**config.mk**
```make
export PLATFORM = sky130hd
export DESIGN_NAME = light_sample_binarizer
export DESIGN_NICKNAME = d
export VERILOG_FILES = /design/src/rtl/lsb_pkg.sv /design/src/rtl/lsb_queue.sv /design/src/rtl/lsb_front.sv /design/src/rtl/lsb_back.sv /design/src/rtl/light_sample_binarizer.sv
export VERILOG_INCLUDE_DIRS = /design/src /design/src/rtl
export SDC_FILE = /design/constraint.sdc
export NUM_CORES = 1
export LEC_CHECK = 0
export BUFFER_PORTS_ARGS = -buffer_cell sky130_fd_sc_hd__buf_2
export CAP_MARGIN = 20
export CORE_MARGIN = 5
export CORE_UTILIZATION = 59
export DETAILED_ROUTE_END_ITERATION = 10
export PLACE_DENSITY_LB_ADDON = 0.2
export SKIP_LAST_GASP = 1
export SYNTH_ARGS = -nofsm -noshare
export SYNTH_HDL_FRONTEND = slang
export SYNTH_SLANG_ARGS = --single-unit
```
**constraint.sdc**
```tcl
create_clock -name i_clk -period 4.66 [get_ports i_clk]
set_input_delay 0.932 -clock i_clk [delete_from_list [all_inputs] [get_ports i_clk]]
set_output_delay 0.932 -clock i_clk [all_outputs]
set_load 0.02 [all_outputs]
```
**src/rtl/light_sample_binarizer_assert.svh**
```systemverilog
// Assertion macros shared by the light sample binarizer modules
`ifndef LIGHT_SAMPLE_BINARIZER_ASSERT_SVH
`define LIGHT_SAMPLE_BINARIZER_ASSERT_SVH

// same-cycle implication, checked out of reset
`define LSB_ASSERT_NOW(label, clk, rst_n, ante, cons) \
    label: assert property (@(posedge clk) disable iff (!rst_n) (ante) |-> (cons)) \
        else $error("lsb assertion failed");

// next-cycle implication, checked out of reset
`define LSB_ASSERT_NEXT(label, clk, rst_n, ante, cons) \
    label: assert property (@(posedge clk) disable iff (!rst_n) (ante) |=> (cons)) \
        else $error("lsb assertion failed");

`endif

```
**src/rtl/lsb_pkg.sv**
```systemverilog
// Types and constants of the light sample binarizer
package lsb_pkg;

    localparam int LEVEL_W = 16;
    localparam int CNT_W   = 6;

    localparam int QUEUE_DEPTH = 4;
    localparam int QPTR_W      = $clog2(QUEUE_DEPTH);
    localparam int QCNT_W      = $clog2(QUEUE_DEPTH + 1);

    localparam logic [LEVEL_W-1:0] UPPER_RESET = 16'd40000;
    localparam logic [LEVEL_W-1:0] LOWER_RESET = 16'd25000;

    localparam logic CFG_UPPER = 1'b0;
    localparam logic CFG_LOWER = 1'b1;

    localparam logic CMD_SAMPLE = 1'b0;
    localparam logic CMD_FLUSH  = 1'b1;

    typedef struct packed {
        logic [CNT_W-1:0] run_len;
        logic             run_bit;
        logic             run_ovf;
        logic             own;
        logic             own_bit;
    } t_job;

endpackage

```
**src/rtl/lsb_queue.sv**
```systemverilog
// Short job queue between the classifying front and the emitting back
`include "light_sample_binarizer_assert.svh"

module lsb_queue (
    input  logic          i_clk,
    input  logic          i_rst_n,
    input  logic          i_push,
    input  lsb_pkg::t_job i_job,
    output logic          o_full,
    input  logic          i_pop,
    output logic          o_valid,
    output lsb_pkg::t_job o_job
);

    lsb_pkg::t_job                      r_mem [lsb_pkg::QUEUE_DEPTH];
    logic [lsb_pkg::QPTR_W-1:0]         r_wptr;
    logic [lsb_pkg::QPTR_W-1:0]         r_rptr;
    logic [lsb_pkg::QCNT_W-1:0]         r_count;
    logic [lsb_pkg::QCNT_W-1:0]         n_count;

    localparam logic [lsb_pkg::QCNT_W-1:0] Depth = lsb_pkg::QCNT_W'(lsb_pkg::QUEUE_DEPTH);
    localparam logic [lsb_pkg::QPTR_W-1:0] LastSlot =
        lsb_pkg::QPTR_W'(lsb_pkg::QUEUE_DEPTH - 1);

    assign o_full  = (r_count == Depth);
    assign o_valid = (r_count != '0);
    assign o_job   = r_mem[r_rptr];

    always_comb begin
        n_count = r_count;
        if (i_push && !i_pop) begin
            n_count = r_count + lsb_pkg::QCNT_W'(1);
        end else if (!i_push && i_pop) begin
            n_count = r_count - lsb_pkg::QCNT_W'(1);
        end
    end

    always_ff @(posedge i_clk) begin
        if (i_push) begin
            r_mem[r_wptr] <= i_job;
        end
    end

    always_ff @(posedge i_clk) begin
        if (!i_rst_n) begin
            r_wptr  <= '0;
            r_rptr  <= '0;
            r_count <= '0;
        end else begin
            r_count <= n_count;
            if (i_push) begin
                r_wptr <= (r_wptr == LastSlot) ? '0 : r_wptr + lsb_pkg::QPTR_W'(1);
            end
            if (i_pop) begin
                r_rptr <= (r_rptr == LastSlot) ? '0 : r_rptr + lsb_pkg::QPTR_W'(1);
            end
        end
    end

    `LSB_ASSERT_NOW(a_no_push_full, i_clk, i_rst_n, i_push && !i_pop, r_count != Depth)
    `LSB_ASSERT_NOW(a_no_pop_empty, i_clk, i_rst_n, i_pop, r_count != '0)

endmodule

```
**src/rtl/lsb_front.sv**
```systemverilog
// Front end: margin registers, sample classification and held-back run tracking
module lsb_front #(
    parameter int MAX_RUN = 63
) (
    input  logic                        i_clk,
    input  logic                        i_rst_n,
    input  logic                        i_cfg_valid,
    output logic                        o_cfg_ready,
    input  logic                        i_cfg_index,
    input  logic [lsb_pkg::LEVEL_W-1:0] i_cfg_data,
    input  logic                        i_in_valid,
    output logic                        o_in_stall,
    input  logic                        i_cmd,
    input  logic [lsb_pkg::LEVEL_W-1:0] i_level,
    input  logic                        i_queue_full,
    output logic                        o_push,
    output lsb_pkg::t_job               o_job
);

    localparam logic [lsb_pkg::CNT_W-1:0] MaxRun = lsb_pkg::CNT_W'(MAX_RUN);

    logic [lsb_pkg::LEVEL_W-1:0] r_upper;
    logic [lsb_pkg::LEVEL_W-1:0] r_lower;
    logic [lsb_pkg::CNT_W-1:0]   r_held;
    logic [lsb_pkg::CNT_W-1:0]   n_held;
    logic                        r_ovf;
    logic                        n_ovf;
    logic                        accept;
    logic                        is_bar;
    logic                        is_space;

    assign o_cfg_ready = 1'b1;
    assign o_in_stall  = i_queue_full;
    assign accept      = i_in_valid && !i_queue_full;
    assign is_bar      = (i_level > r_upper);
    assign is_space    = !is_bar && (i_level < r_lower);

    always_comb begin
        n_held        = r_held;
        n_ovf         = r_ovf;
        o_push        = 1'b0;
        o_job.run_len = r_held;
        o_job.run_bit = 1'b1;
        o_job.run_ovf = r_ovf;
        o_job.own     = 1'b0;
        o_job.own_bit = 1'b0;
        if (accept) begin
            if (i_cmd == lsb_pkg::CMD_FLUSH) begin
                o_push = (r_held != '0);
                n_held = '0;
                n_ovf  = 1'b0;
            end else if (is_bar || is_space) begin
                o_push        = 1'b1;
                o_job.run_bit = is_space;
                o_job.own     = 1'b1;
                o_job.own_bit = is_bar;
                n_held        = '0;
                n_ovf         = 1'b0;
            end else if (r_held < MaxRun) begin
                n_held = r_held + lsb_pkg::CNT_W'(1);
            end else begin
                n_ovf = 1'b1;
            end
        end
    end

    always_ff @(posedge i_clk) begin
        if (!i_rst_n) begin
            r_upper <= lsb_pkg::UPPER_RESET;
            r_lower <= lsb_pkg::LOWER_RESET;
            r_held  <= '0;
            r_ovf   <= 1'b0;
        end else begin
            r_held <= n_held;
            r_ovf  <= n_ovf;
            if (i_cfg_valid) begin
                unique case (i_cfg_index)
                    lsb_pkg::CFG_UPPER: r_upper <= i_cfg_data;
                    lsb_pkg::CFG_LOWER: r_lower <= i_cfg_data;
                    default: ;
                endcase
            end
        end
    end

endmodule

```
**src/rtl/lsb_back.sv**
```systemverilog
// Back end: expands queued jobs into result bits behind an output register
`include "light_sample_binarizer_assert.svh"

module lsb_back #(
    parameter int MAX_RUN = 63
) (
    input  logic          i_clk,
    input  logic          i_rst_n,
    input  logic          i_q_valid,
    input  lsb_pkg::t_job i_job,
    output logic          o_pop,
    output logic          o_out_valid,
    input  logic          i_out_stall,
    output logic          o_bit_value,
    output logic          o_last,
    output logic          o_run_overflow
);

    localparam logic [lsb_pkg::CNT_W-1:0] MaxRun = lsb_pkg::CNT_W'(MAX_RUN);

    logic [lsb_pkg::CNT_W-1:0] r_rem;
    logic                      r_bit;
    logic                      r_ovf;
    logic                      r_own;
    logic                      r_own_bit;
    logic                      r_out_valid;
    logic                      r_out_bit;
    logic                      r_out_last;
    logic                      r_out_ovf;
    logic                      active;
    logic                      adv;

    assign active = (r_rem != '0) || r_own;
    assign adv    = active && (!r_out_valid || !i_out_stall);
    assign o_pop  = !active && i_q_valid;

    assign o_out_valid    = r_out_valid;
    assign o_bit_value    = r_out_bit;
    assign o_last         = r_out_last;
    assign o_run_overflow = r_out_ovf;

    always_ff @(posedge i_clk) begin
        if (!i_rst_n) begin
            r_rem       <= '0;
            r_own       <= 1'b0;
            r_out_valid <= 1'b0;
            r_bit       <= 1'b0;
            r_ovf       <= 1'b0;
            r_own_bit   <= 1'b0;
            r_out_bit   <= 1'b0;
            r_out_last  <= 1'b0;
            r_out_ovf   <= 1'b0;
        end else begin
            if (o_pop) begin
                r_rem     <= i_job.run_len;
                r_bit     <= i_job.run_bit;
                r_ovf     <= i_job.run_ovf;
                r_own     <= i_job.own;
                r_own_bit <= i_job.own_bit;
            end
            if (adv) begin
                r_out_valid <= 1'b1;
                if (r_rem != '0) begin
                    r_out_bit  <= r_bit;
                    r_out_last <= (r_rem == lsb_pkg::CNT_W'(1)) && !r_own;
                    r_out_ovf  <= r_ovf;
                    r_rem      <= r_rem - lsb_pkg::CNT_W'(1);
                end else begin
                    r_out_bit  <= r_own_bit;
                    r_out_last <= 1'b1;
                    r_out_ovf  <= 1'b0;
                    r_own      <= 1'b0;
                end
            end else if (r_out_valid && !i_out_stall) begin
                r_out_valid <= 1'b0;
            end
        end
    end

    `LSB_ASSERT_NOW(a_rem_bound, i_clk, i_rst_n, r_rem != '0, r_rem <= MaxRun)
    `LSB_ASSERT_NEXT(a_pop_loads_work, i_clk, i_rst_n, o_pop, active)
    `LSB_ASSERT_NEXT(a_run_end_idle, i_clk, i_rst_n,
        adv && (r_rem == lsb_pkg::CNT_W'(1)) && !r_own, !active && r_out_last)

endmodule

```
**src/rtl/light_sample_binarizer.sv**
```systemverilog
// Top level of the light sample binarizer: front, job queue and back
//
//   channel  direction  handshake                  payload
//   cfg      in         i_cfg_valid / o_cfg_ready  i_cfg_index, i_cfg_data
//   in       in         i_in_valid / o_in_stall    i_cmd, i_level
//   out      out        o_out_valid / i_out_stall  o_bit_value, o_last, o_run_overflow
//
// The front classifies one request per cycle while the job queue is not full; an in-between
// level only updates the held run count or its overflow flag. The back loads a job only when
// idle, then emits the held run bits and, for a certain sample, its own bit as results.
// o_in_stall rises only while the four-entry job queue is full; i_out_stall holds the output.
// Synchronous active-low reset clears counts, queue and output valid; margins return to defaults.
module light_sample_binarizer #(
    parameter int MAX_RUN = 63
) (
    input  logic                        i_clk,
    input  logic                        i_rst_n,
    input  logic                        i_cfg_valid,
    output logic                        o_cfg_ready,
    input  logic                        i_cfg_index,
    input  logic [lsb_pkg::LEVEL_W-1:0] i_cfg_data,
    input  logic                        i_in_valid,
    output logic                        o_in_stall,
    input  logic                        i_cmd,
    input  logic [lsb_pkg::LEVEL_W-1:0] i_level,
    output logic                        o_out_valid,
    input  logic                        i_out_stall,
    output logic                        o_bit_value,
    output logic                        o_last,
    output logic                        o_run_overflow
);

    logic          push;
    logic          pop;
    logic          q_full;
    logic          q_valid;
    lsb_pkg::t_job push_job;
    lsb_pkg::t_job pop_job;

    lsb_front #(
        .MAX_RUN (MAX_RUN)
    ) u_front (
        .i_clk        (i_clk),
        .i_rst_n      (i_rst_n),
        .i_cfg_valid  (i_cfg_valid),
        .o_cfg_ready  (o_cfg_ready),
        .i_cfg_index  (i_cfg_index),
        .i_cfg_data   (i_cfg_data),
        .i_in_valid   (i_in_valid),
        .o_in_stall   (o_in_stall),
        .i_cmd        (i_cmd),
        .i_level      (i_level),
        .i_queue_full (q_full),
        .o_push       (push),
        .o_job        (push_job)
    );

    lsb_queue u_queue (
        .i_clk   (i_clk),
        .i_rst_n (i_rst_n),
        .i_push  (push),
        .i_job   (push_job),
        .o_full  (q_full),
        .i_pop   (pop),
        .o_valid (q_valid),
        .o_job   (pop_job)
    );

    lsb_back #(
        .MAX_RUN (MAX_RUN)
    ) u_back (
        .i_clk          (i_clk),
        .i_rst_n        (i_rst_n),
        .i_q_valid      (q_valid),
        .i_job          (pop_job),
        .o_pop          (pop),
        .o_out_valid    (o_out_valid),
        .i_out_stall    (i_out_stall),
        .o_bit_value    (o_bit_value),
        .o_last         (o_last),
        .o_run_overflow (o_run_overflow)
    );

endmodule
```
**After elaboration in Yosys (flattened, before gate mapping)**

Memories as Yosys holds them, arrays and structs flattened. A register that Yosys moved wholly into a read port is not among the register bits.
Cells that the tools add are included.

- Input port bits: 39
- Flip-flop bits (word level): 60
- Output and inout port bits: 6
- Logic and storage cells: 95
- Memories: 1
- Memory bits (writable): 40

- Equal/unequal tests: 5
- Mux-type cells: 34
- Bitwise logic cells: 1
- Add/sub/neg operators: 6
- Order comparisons: 3
- Reductions and logical operators: 29

Memories:

| memory | depth | width | read ports | clocked after memory_dff | write ports | RTL line | text |
|---|---|---|---|---|---|---|---|
| u_queue.r_mem | 4 | 10 | 1 | 1 | 1 | lsb_queue.sv:15 | `lsb_pkg::t_job r_mem [lsb_pkg::QUEUE_DEPTH];` |

Operator list:

| kind | number |
|---|---|
| $mux 6 | 6 |
| $mux 1 | 19 |
| $gt 16x16->1 | 1 |
| $lt 16x16->1 | 1 |
| $mux 2 | 7 |
| $reduce_bool 6->1 | 2 |
| $logic_and 1x1->1 | 8 |
| $logic_not 1->1 | 8 |
| $reduce_and 2->1 | 4 |
| $add 6x1->6 const B | 1 |
| $eq 6x1->1 const B | 1 |
| $lt 6x6->1 const B | 1 |
| $mux 3 | 2 |
| $reduce_bool 3->1 | 2 |
| $sub 6x1->6 const B | 1 |
| $add 2x1->2 const B | 2 |
| $eq 2x2->1 const B | 2 |
| $reduce_bool 2->1 | 2 |
| $add 3x1->3 const B | 1 |
| $eq 3x3->1 const B | 1 |
| $logic_or 1x1->1 | 3 |
| $ne 3x2->1 const B | 1 |
| $sub 3x1->3 const B | 1 |
| $not 1->1 | 1 |

**Logic depth before layout (Yosys ltp)**

Gate-level depths: netlist of the first run.

- Depth in word-level cells: 11
- Mapped depth: 14
- Depth with buffers taken out: 14

**Modules after synthesis**

Synthesis of the first run repeated with hierarchy kept, for this count alone.

- Cells, all modules: 471
- Area total of the unflattened synthesis: 4944.7 um2

Modules (own cells, without submodules):

| module | times used | area an instance (um2) | sequential area each (um2) | cells each |
|---|---|---|---|---|
| lsb_front | 1 | 2329.7 | 780.7 | 296 |
| lsb_queue | 1 | 1901.8 | 1381.3 | 96 |
| lsb_back | 1 | 713.2 | 280.3 | 79 |

**Worst setup path after synthesis of the first run**

OpenSTA, ideal clock, no wires.

- Kind: in2reg
- From: input port i_level[14] in the netlist's numbering
- To: register u_queue.r_count[2] in the netlist's numbering
- Data arrival time: 3.669 ns
- Required time: 4.584 ns
- Slack: 0.915 ns
- Buffers on the path: 0
- Stages: 13
- Setup time: 0.076 ns
- Cells stage by stage: ha_1 > nand4_1 > nor4_1 > a21boi_0 > o31a_2 > o21ai_2 > a31oi_4 > ha_1 > inv_1 > fa_1 > xor2_1 > or3_1 > a21boi_0

- Longest elaborated chain between the ends: 10
- Elaborated cells on any way between the ends: 13
- Classes of those cells: 2 x order compare; 4 x mux; 7 x reduce/logical

RTL lines:

| what | RTL line | text |
|---|---|---|
| start: declaration | light_sample_binarizer.sv:25 | `input logic [lsb_pkg::LEVEL_W-1:0] i_level,` |
| $gt 16x16->1 | lsb_front.sv:35 | `assign is_bar = (i_level > r_upper);` |
| $logic_not 1->1 | lsb_front.sv:36 | `assign is_space = !is_bar && (i_level < r_lower);` |
| $logic_and 1x1->1 | lsb_front.sv:36 |  |
| $logic_or 1x1->1 (*) | lsb_front.sv:52 | `end else if (is_bar \|\| is_space) begin` |
| $mux 1 (*) | lsb_front.sv:52 |  |
| $mux 1 (*) | lsb_front.sv:48 | `if (i_cmd == lsb_pkg::CMD_FLUSH) begin` |
| $mux 1 (*) | lsb_front.sv:47 | `if (accept) begin` |
| via push | light_sample_binarizer.sv:33 | `logic push;` |
| $logic_not 1->1 | lsb_queue.sv:33 | `end else if (!i_push && i_pop) begin` |
| $logic_and 1x1->1 | lsb_queue.sv:33 |  |
| $reduce_bool 2->1 (no source line) | -- |  |
| end signal: assignment | lsb_queue.sv:50 | `r_count <= n_count;` |
| end: declaration | lsb_queue.sv:18 | `logic [lsb_pkg::QCNT_W-1:0] r_count;` |

The timed path passes the listed nets; every way through them passes the cells marked *.
A chain may end at the register's enable or synchronous reset.

**Worst setup path after layout of the first run**

Ends and elaborated chain as after synthesis.

==> out/qor.txt, run 1 <==
Cell accounting for the most synthesized area - dfxtp_1
Post-synthesis cell count - 479
Port Buffers - 43
Die width - 102 µm
Synth top area cells - dfxtp_1 (25%), edfxtp_1 (24%), ha_1 (10%)
Core Area - 0.00822 mm²
Dpl hpwl - 7.24 mm
VDD IR-drop max - 0.000176 V
Most numerous cell in the Yosys netlist - nand2_1
Resized Gates After CTS - 0
Max-slew violation count - 0
Mapped Area - 0.00499 mm²
DRC - 0
Status - finished, final reports clean
Setup_tns - 0 ns
Nets@finish - 598
Via count - 3567
Starting density of the core - 60.7%
Worst Skew - 0.0152 ns
Initial antenna violation count - 0
Slew headroom - 33.7%
Grt ovf - 0
Shortest period the worst path allows - 3.84 ns
Fmax - 0.261 GHz
Total CTS buffers - 9
DRT Pass-1 Iters - 4
CP startpoint kind - input pin
Root Buffer - clkbuf_8
Clk slew on worst S/H paths - 0.10 ns
Final hold vios - 0
Max Cap Viol - 0
Area after DPL - 0.00527 mm²
Yosys reg bits - 102
Crit path DAT - 4.14 ns
FF-to-FF setup slack - 1.11 ns
Most common library cells after synthesis - nand2_1 (89), dfxtp_1 (62), inv_1 (43)
Pleak - 0.00221 µW
# rows - 33
Total Routing Usage GR - 20.9%
Routability cong. - 0.883
Final setup fails - 0
Vias in the first global route - 3434
Postcts setup bufs - 0
Die height - 102 µm
Global-route wire length before repair - 16.6 mm
Inserted Diodes - 0
RSZ-0062 raised after global routing - false
Hold Crit Class - flop to flop
Wire length per cell - 15.9 µm
ANT nets after route - 0
Syn_area_per_cell - 10.4 µm²
Depth of the CTS H-tree - 3
CTS tree - yes
Post-synth ARST share - 0%
Vias per cell - 5.69
Detailed Route WL - 9.99 mm
Worst-margin pin slew - 0.994 ns
Syn nets - 560
Pwr dens - 417 mW/mm²
Clk sinks - 102
Layout cells sized above 1 - 15.5%
CP endpoint kind - flop
Required time of the worst setup path - 4.96 ns
Die area - 0.0104 mm²
Top cell type's share of synthesized area - 24.9%
Initial DRC count - 218
Yosys warns - 0
Clk_lat worst skew - 0.37 ns
Ys flop type - dfxtp_1
# IOs - 45
Yosys cell types - 55
Post-synthesis sequential area ratio - 49.0%
Maximum fanout along the worst path - 7
Clock tree buffer depth - 2
CTS Hold Bufs - 0
Critical path type - input pin to flop
Area Overhead vs Synth - 10.8%
Post-synth EDFFs - 40
Final instance area - 0.00552 mm²
Final worst path period share - 82.3%
Largest net degree at the start of global routing - 64
Total power - 2300 µW
-- state kept, by name (all words and copies together), names as in the netlist, 2 cells and up, named ones only --
signal / count
u_front.r_held: 6
u_queue.r_count: 3
u_queue.r_wptr: 2
u_front.r_lower: 16
u_back.r_rem: 6
u_queue.r_rptr: 2
u_front.r_upper: 16
u_queue.r_mem: 40
-- placed cells by master (no fill, tap or decap), drive strengths merged, types with 3 or more instances in the layout --
master / synthesis / layout
nand2: 89 / 89
dfxtp: 62 / 62
buf: 4 / 45
inv: 44 / 44
ha: 41 / 41
edfxtp: 40 / 40
a21boi: 35 / 35
o211ai: 15 / 15
clkbuf: 14 / 15
o21ai: 14 / 14
nor2: 14 / 14
a21oi: 12 / 12
nand3: 10 / 10
mux4: 10 / 10
and2: 9 / 9
nand4: 8 / 8
nor3: 8 / 8
nor2b: 4 / 4
nor4: 4 / 4
and3: 3 / 3
mux2i: 3 / 3
nand2b: 3 / 3
-- layer usage --
layer  vias to the layer above  GRT usage [%]  part of all wire [%]
li1                       1762              -                     -
met1                      1704           29.1                    47
met2                        90           33.1                    46
met3                        11           4.64                   5.6
met4                         0           5.75                   1.2
met5                         -              0                     0
-- worst max-delay path: stages --
cell      delay (ns)
buf_2           0.11
ha_1            0.31
nand4_1         0.16
nor4_1          0.40
a21boi_0        0.24
o31a_2          0.24
o21ai_2         0.11
a31oi_4         0.26
ha_1            0.24
inv_1           0.07
fa_1            0.43
xor2_1          0.18
or3_1           0.31
a21boi_0        0.16
-- final timing paths --
path | endpoint | cells past startpoint | start
hold reg to reg | u_front.r_lower[9] | 2 | u_front.r_lower[9]
setup reg to reg | u_queue.r_count[2] | 14 | u_front.r_upper[14]
hold / removal | u_front.r_lower[9] | 2 | u_front.r_lower[9]
setup / recovery | u_queue.r_count[2] | 14 | i_level[14]
-- final cells by class --
class | instances | area (µm²)
clock buffer | 15 | 220
clock inverter | 1 | 30.0
fill | 657 | 2690
inverter | 44 | 165
multi-input combinational | 315 | 2300
sequential | 102 | 2440
tap | 105 | 131
timing repair buffer | 45 | 230
-- power breakdown --
group | switching [µW] | total [µW] | internal (µW)
registers | 82.6 | 1100 | 1010
clock network | 288 | 649 | 362
logic | 312 | 559 | 246
total | 683 | 2300 | 1620
-- per-stage QoR --
step	hold WS [ns]	instances	util [%]	worst slack, ns
floorplan	0.441	479	-	0.915
CTS	0.477	627	67.2	0.841
finish	0.472	627	67.2	0.823
global placement	0.455	611	64.2	0.654
detailed placement	0.463	611	64.2	0.457
global route	0.497	627	67.2	0.546
-- kinds of logic after synthesis --
group | count (synthesis) | share of synthesized area, %
compound gates | 95 | 14.6
buf+inv | 62 | 4.82
flops | 102 | 49.0
mux | 13 | 5.12
fa+ha+maj | 42 | 10.7
simple gates | 161 | 15.2
other cells | 1 | 0.0752
xor+xnor | 3 | 0.527
Note: power is estimated with default switching activity, not from simulation.
==> run 2, diff against run 1 <==
- CORE_UTILIZATION: 59 -> 54
- clock period: 4.66 -> 3.2 ns (I/O delays scaled with it)
==> run 2 against run 1 <==
Routed wire length increased by 0.87%; power is 45% higher; first-iteration DRC count is 24% lower; critical path type unchanged; clock skew decreased by 0.0050 ns.
==> out/qor.txt, run 2 (synthesized netlist as in run 1, its figures left out) <==
Status - finished, final reports clean
Routability cong. - 0.861
Critical path, cell by cell - buf_2, buf_4, ha_1, nand4_1, nor4_2, a21boi_2, o31a_2, o21ai_2, a31oi_4, ha_4, inv_2, fa_2, xor2_1, or3_1, a21boi_1
Total CTS buffers - 9
CTS tree - yes
Final setup fails - 0
Final hold vios - 0
Max Cap Viol - 0
Hold Crit Class - flop to flop
Starting density of the core - 54.7%
Met2 wire len - 4.76 mm
Inserted Diodes - 0
Die area - 0.0113 mm²
RSZ-0062 raised after global routing - true
Root Buffer - clkbuf_8
Clk_lat worst skew - 0.36 ns
Max-slew violation count - 0
Area after DPL - 0.00554 mm²
Vias per cell - 5.48
Largest net degree at the start of global routing - 38
Crit path DAT - 3.39 ns
Clk sinks - 102
Final instance area - 0.00578 mm²
CTS Hold Bufs - 0
Clock tree buffer depth - 2
Worst Hold End - u_back.o_run_overflow
Most frequent cells in the layout - nand2_1 (89), dfxtp_1 (62), buf_2 (43), inv_1 (42), edfxtp_1 (40)
Final worst path period share - 96.6%
ANT nets after route - 0
Initial DRC count - 166
Max FFs per register - 40
Hold Path Stages - 2
Detailed Route WL - 10.1 mm
Depth of the CTS H-tree - 3
CP max stage delay - 0.36 ns
Shortest period the worst path allows - 3.09 ns
VDD IR-drop max - 0.000310 V
Layout cells sized above 1 - 20.6%
CP endpoint kind - flop
Most common cell after layout, fill and taps aside - nand2_1
DRT Pass-1 Iters - 4
Grt ovf - 0
# rows - 35
Worst reg2reg path depth - 14
Required time of the worst setup path - 3.50 ns
Total Routing Usage GR - 19.1%
Maximum fanout along the worst path - 2
Vias in the first global route - 3537
M1 WL - 4.78 mm
Fmax - 0.323 GHz
Slack of the critical path - 0.109 ns
Slowest-stage cell, CP - nor4_2
Critical path type - input pin to flop
FF-to-FF setup slack - 0.19 ns
Global-route wire length before repair - 17.1 mm
Initial antenna violation count - 0
Place WS - -0.332 ns
Die width - 106 µm
Setup_tns - 0 ns
Worst r2r src - u_front.r_upper[9]
Die height - 106 µm
Hold slack - 0.471 ns
Clk slew on worst S/H paths - 0.10 ns
Worst reg2reg path endpoint - u_queue.r_count[2]
Core Area - 0.00911 mm²
Nets@finish - 616
Biggest register - u_queue.r_mem
Wire length per cell - 15.5 µm
Inst Count DP - 634
Met3 wire length - 407 µm
Highest metal used - met4
Port Buffers - 43
Slew headroom - 55.6%
Worst-margin pin slew - 0.666 ns
Area Overhead vs Synth - 15.9%
CP startpoint kind - input pin
Worst Skew - 0.0102 ns
Hold path start - u_back.r_ovf
Pleak - 0.00230 µW
Pwr dens - 580 mW/mm²
Via count - 3565
DRC - 0
Biggest regs - u_queue.r_mem (40), u_front.r_lower (16), u_front.r_upper (16)
# IOs - 45
Layout Cells excl Fill - 651
Filler cell count - 752
Dpl hpwl - 7.47 mm
-- run 2: cell types whose count changed in the layout (fill, tap and decap cells not counted), moves of 2 or more --
cell and change:
a21boi_0 -2, buf_12 +4, buf_4 +14, clkbuf_16 -2, ha_1 -5, ha_4 +5
-- run 2: worst max-delay path: cells and delay by family --
family,cells,cell delay [ns]
buffers and inverters,3,0.26
AO/OA/AOI/OAI,5,0.77
AND/OR/NAND/NOR,3,0.81
XOR/XNOR,1,0.15
adder cells (fa/ha/maj),3,0.74
-- run 2: per-stage QoR --
step	power, µW	util [%]
3_5_place_dp	2500	60.8
4_1_cts	3390	63.3
3_3_place_gp	2460	60.8
5_1_grt	3570	63.4
6_report	3350	63.4
2_1_floorplan	2240	-
-- run 2: power by group --
part	switching (µW)	leakage, µW	total, µW	internal, µW
clock network	432	0.000115	889	457
logic	461	0.00130	870	409
registers	118	0.000888	1590	1480
total	1010	0.00230	3350	2340
-- run 2: how the worst max path moves through the flow --
stage,from,endpoint,slack [ns]
final,i_level[8],u_queue.r_count[2],0.11
after detailed placement,i_level[9],u_queue.r_count[2],-0.33
after CTS,u_front.r_lower[9],u_queue.r_count[2],0.05
after global routing,i_level[8],u_queue.r_count[2],-0.02
after global placement,i_level[9],u_queue.r_count[2],-0.22
after floorplan,i_level[8],u_queue.r_count[2],-0.12
-- run 2: area by class of cell --
class,instances,area [µm²],share of cell area [%]
inverter,44,165,2.86
clock buffer,13,180,3.12
clock inverter,3,47.5,0.823
sequential,102,2440,42.3
timing repair buffer,63,415,7.19
multi-input combinational,315,2390,41.3
tap,111,139,2.40
-- run 2: what timing repair did --
action,CTS,global route
setup endpoints to repair,0,1
setup buffers,0,1
resized for setup,0,2
-- run 2: metal layers --
layer | up-vias | GRT usage [%]
li1 | 1802 | -
met1 | 1680 | 25.6
met2 | 71 | 31.5
met3 | 12 | 4.01
met4 | 0 | 5.27
met5 | - | 0
